===== config.mk =====
export PLATFORM = sky130hd
export DESIGN_NAME = lobm_div
export DESIGN_NICKNAME = d
export VERILOG_FILES = /design/src/design/lobm_pkg.sv /design/src/design/lobm_div.sv
export SDC_FILE = /design/constraint.sdc
export NUM_CORES = 1
export LEC_CHECK = 0
export BUFFER_PORTS_ARGS = -buffer_cell sky130_fd_sc_hd__buf_4
export CAP_MARGIN = 20
export CORE_ASPECT_RATIO = 0.6
export CORE_MARGIN = 2
export CORE_UTILIZATION = 35
export CTS_BUF_LIST = sky130_fd_sc_hd__clkbuf_16
export CTS_CLUSTER_DIAMETER = 40
export DETAILED_ROUTE_END_ITERATION = 7
export PLACE_DENSITY = 0.63
export SLEW_MARGIN = 25
export SYNTH_ARGS = -nofsm -noshare
export SYNTH_HDL_FRONTEND = slang
export SYNTH_SLANG_ARGS = --single-unit
export TNS_END_PERCENT = 10

===== constraint.sdc =====
create_clock -name clk -period 2.71 [get_ports clk]
set_clock_uncertainty 0.05 [all_clocks]
set_input_delay 0.1355 -clock clk [delete_from_list [all_inputs] [get_ports clk]]
set_output_delay 0.1355 -clock clk [all_outputs]
set_load 0.02 [all_outputs]

===== src/design/lobm_pkg.sv =====
// shared types, constants and codes for the limit order book matcher
package lobm_pkg;

  // default book depth per side
  localparam int BOOK_DEPTH_DEF = 16;
  // most trades made while handling one item
  localparam int MAX_TRADES = 16;

  localparam int PRICE_W = 48;
  localparam int QTY_W   = 24;
  localparam int TOTAL_W = 32;
  localparam int NTR_W   = 5;

  // configuration register indexes
  localparam logic [1:0] CFG_MIN_UNIT  = 2'd0;
  localparam logic [1:0] CFG_MIN_TOTAL = 2'd1;

  // configuration reset values
  localparam logic [PRICE_W-1:0] MIN_UNIT_RST  = 48'd3276800;
  localparam logic [TOTAL_W-1:0] MIN_TOTAL_RST = 32'd100;

  // result kinds
  typedef enum logic [1:0] {
    KIND_REST    = 2'd0,
    KIND_TRADE   = 2'd1,
    KIND_INVALID = 2'd2,
    KIND_FULL    = 2'd3
  } kind_t;

  // sequencer states
  typedef enum logic [3:0] {
    S_IDLE,
    S_DIV,
    S_CHECK,
    S_REJECT,
    S_FIND,
    S_FIND_CMP,
    S_SHIFT,
    S_SHIFT_WR,
    S_MATCH_RD,
    S_MATCH_CMP,
    S_TRADE,
    S_MID,
    S_MUL,
    S_SUM
  } state_t;

  // per-side book control
  typedef struct packed {
    logic rd_en;
    logic wr_en;
    logic pop;
    logic push;
  } book_ctl_t;

endpackage


===== src/design/lobm_div.sv =====
// serial restoring divider, one quotient bit per cycle
module lobm_div
  import lobm_pkg::*;
(
  input  logic               clk,
  input  logic               rst_n,
  input  logic               start,
  input  logic [PRICE_W-1:0] dividend,
  input  logic [QTY_W-1:0]   divisor,
  output logic               done,
  output logic [PRICE_W-1:0] quotient
);

  logic               busy_r, busy_nxt;
  logic               done_r, done_nxt;
  logic [5:0]         cnt_r, cnt_nxt;
  logic [PRICE_W-1:0] dvd_r, dvd_nxt;
  logic [QTY_W-1:0]   rem_r, rem_nxt;
  logic [QTY_W-1:0]   dvs_r, dvs_nxt;
  logic [QTY_W:0]     shifted;
  logic               ge;

  // one trial subtraction
  assign shifted = {rem_r, dvd_r[PRICE_W-1]};
  assign ge      = shifted >= {1'b0, dvs_r};

  always_comb begin
    busy_nxt = busy_r;
    done_nxt = 1'b0;
    cnt_nxt  = cnt_r;
    dvd_nxt  = dvd_r;
    rem_nxt  = rem_r;
    dvs_nxt  = dvs_r;
    if (start) begin
      busy_nxt = 1'b1;
      cnt_nxt  = 6'(PRICE_W);
      dvd_nxt  = dividend;
      rem_nxt  = '0;
      dvs_nxt  = divisor;
    end else if (busy_r) begin
      rem_nxt = ge ? QTY_W'(shifted - {1'b0, dvs_r}) : shifted[QTY_W-1:0];
      dvd_nxt = {dvd_r[PRICE_W-2:0], ge};
      cnt_nxt = cnt_r - 6'd1;
      if (cnt_r == 6'd1) begin
        busy_nxt = 1'b0;
        done_nxt = 1'b1;
      end
    end
  end

  always_ff @(posedge clk) begin
    if (!rst_n) begin
      busy_r <= 1'b0;
      done_r <= 1'b0;
      cnt_r  <= '0;
    end else begin
      busy_r <= busy_nxt;
      done_r <= done_nxt;
      cnt_r  <= cnt_nxt;
    end
    dvd_r <= dvd_nxt;
    rem_r <= rem_nxt;
    dvs_r <= dvs_nxt;
  end

  assign done     = done_r;
  assign quotient = dvd_r;

endmodule


==> results.py <==
metrics = {
    "drt": {
        "via_per_inst": 4.93,
        "drtIter0Drc": 246,
        "wirelength_um": 13000,
        "drc": 0,
        "vias": 4129,
        "ant_nets": 0,
        "drtPass1Iterations": 4,
        "wl_per_cell_um": 15.5,
    },
    "global_route": {
        "grt_pass1_wl_um": 20500,
        "antenna_found_initial": 0,
        "track_usage": 0.155,
        "grt_max_degree": 74,
        "grt_pass1_vias": 4057,
        "grt_overflow": 0,
    },
    "clocking": {
        "clk_pin_slew_ns": 0.08,
        "cts_root_buf": "clkbuf_16",
        "cts_buffer_depth": 2,
        "cts_max_level": 3,
        "cts_made_buffers": 9,
        "cts_tree": "done",
        "cts.sink_count": 104,
        "clkLatencyLatePin_ns": 0.35,
    },
    "synthesis": {
        "synth-warning-count": 0,
        "avgSynthCellArea_um2": 11.6,
        "synth_cell_types": 54,
        "synth_top_cell_by_area": "edfxtp_1",
        "synth_area_um2": 5480,
        "synth_area_leaders": "edfxtp_1 39%, dfxtp_1 12%, mux2_2 10%, ha_1 5.9%, a211oi_1 2.6%",
        "postSynthCellCount": 474,
        "synth_ff_type": "edfxtp_1",
        "seq_area_frac_synth": 0.511,
        "netlist.area_leader.share": 0.394,
        "synth_edf_count": 72,
        "synth-async-reset-ratio": 0,
        "yosysMostFrequentCell": "edfxtp_1",
        "ys_seq_elements": 104,
        "syn_nets": 576,
        "synth_top_cells_by_count": "72 x edfxtp_1, 49 x mux2_2, 33 x inv_1, 33 x nor2_1, 32 x dfxtp_1",
    },
    "die": {
        "die_h_um": 101,
        "core-area_um2": 15300,
        "die_area_um2": 16700,
        "rows": 35,
        "fp.dieW_um": 166,
        "initial_core_util": 0.358,
        "ios": 124,
    },
    "status": {
        "status": "finished, final reports clean",
    },
    "layout": {
        "area_growth_syn_to_layout_pct": 34.5,
        "post-route-util": 0.481,
        "antenna_cells": 0,
        "num-nets-final": 731,
        "drive_above_1_share": 0.363,
        "final_design_area_no_fill_um2": 7370,
    },
    "sta": {
        "finalCritPeriodShare": 0.961,
        "setup_violations": 0,
        "worst_pin_slew_ns": 0.632,
        "period_needed_ns": 2.60,
        "relSlewSlack": 0.579,
        "finalMaxSlewViolations": 0,
        "hold_violations": 0,
        "timing.fmax_ghz": 0.384,
    },
    "hold_path": {
        "hp-class": "in2reg",
    },
    "critical_path": {
        "arrival_ns": 2.77,
        "critPathMaxFanout": 4,
        "required_ns": 2.88,
        "start_kind": "flip-flop",
        "end_kind": "flip-flop",
        "crit_type": "reg2reg",
    },
    "power_and_ir_drop": {
        "peakVddDrop_mv": 0.285,
        "leakage_nw": 3.04,
        "powerDensity_nw_per_um2": 596,
    },
    "run": {
        "cap_violations": 0,
    },
    "place": {
        "place.gp.congestion": 0.848,
        "dpl-instance-area_um2": 6690,
        "io_buffers": 123,
        "dp_hpwl_um": 9340,
    },
}
==> worst paths after layout <==
path,start,end,slack [ns],cells past startpoint
max,dvs_r[1],rem_r[23],0.11,11
min,dividend[6],quotient[6],0.03,2
max reg2reg,dvs_r[1],rem_r[23],0.11,11
min reg2reg,rem_r[1],rem_r[1],0.44,2
==> registers in the layout, indices dropped and copies added (netlist names) <==
signal	count
busy_r	1
cnt_r	6
done	1
dvs_r	24
quotient	48
rem_r	24
==> repair_timing <==
action                                 in CTS  in global routing
endpoints found under the hold margin      25                  0
hold buffers                               25                  0
setup buffers                               0                  1
resized for setup                           2                 22
pin swaps                                   1                  7
setup endpoints to repair                  11                 21
==> cells in the final DEF, fill, tap and decap left out, types with 10 or more instances in the layout <==
master / count
a21oi_1: 25
nand2_1: 25
edfxtp_1: 72
a21o_1: 10
buf_4: 132
dfxtp_1: 32
ha_1: 25
nor2_1: 33
mux2_2: 49
inv_1: 34
dlygate4sd3_1: 25
xnor2_1: 14
mux2i_1: 14
nand3_1: 11
xor2_1: 10
a211oi_1: 16
==> per-stage QoR <==
stage,cells,power [mW],TNS (ns),hold slack (ns),setup WS (ns)
6_report,837,4.40,0,0.0311,0.106
5_1_grt,837,4.62,-0.0253,0.0190,-0.0146
4_1_cts,836,4.39,-0.0320,0.0199,-0.0210
3_5_place_dp,795,3.08,-0.0706,0.265,-0.0209
3_3_place_gp,795,3.05,0,0.265,0.0450
2_1_floorplan,474,2.69,0,0.184,0.0870
==> power by group <==
part / switching (mW) / internal [mW]
combinational: 0.621 / 0.558
clock: 0.622 / 0.644
sequential: 0.0810 / 1.87
total: 1.32 / 3.07
==> logic make-up (layout without fill, tap and decap cells) <==
logic type,Yosys count,in the layout,share of synthesized area
AOI/OAI and AO/OA,106,106,0.140
xor gates and xnor gates,24,24,0.0383
and+or+nand+nor,100,100,0.0838
DFF,104,104,0.511
muxes,63,63,0.126
buffers and inverters,50,210,0.0379
adders and majority gates,27,27,0.0630
==> layout make-up <==
type / instances / area, um2
multi-input combinational: 320 / 2610
inverter: 34 / 128
clock buffer: 9 / 225
clock inverter: 7 / 61.3
sequential: 104 / 2800
timing repair buffer: 160 / 1290
tap: 203 / 254
fill: 1394 / 7960
==> critical path, cell delays in order (launching register included) <==
cell	delay, ns
edfxtp_1	0.39
inv_1	0.08
ha_1	0.24
nor2b_1	0.15
o31a_1	0.29
o21bai_4	0.23
a21oi_4	0.12
a311oi_4	0.40
o311ai_2	0.16
a21o_1	0.18
nand3_1	0.10
a21oi_1	0.07
==> metal layers <==
| metal | track usage | up-vias | part of all wire |
|---|---|---|---|
| met5 | 0 | - | 0 |
| met4 | 0.0358 | 0 | 0.0079 |
| met3 | 0.0309 | 9 | 0.029 |
| met2 | 0.237 | 70 | 0.46 |
| met1 | 0.226 | 2004 | 0.51 |
| li1 | - | 2046 | - |
Power figures use the tool's default switching activity.
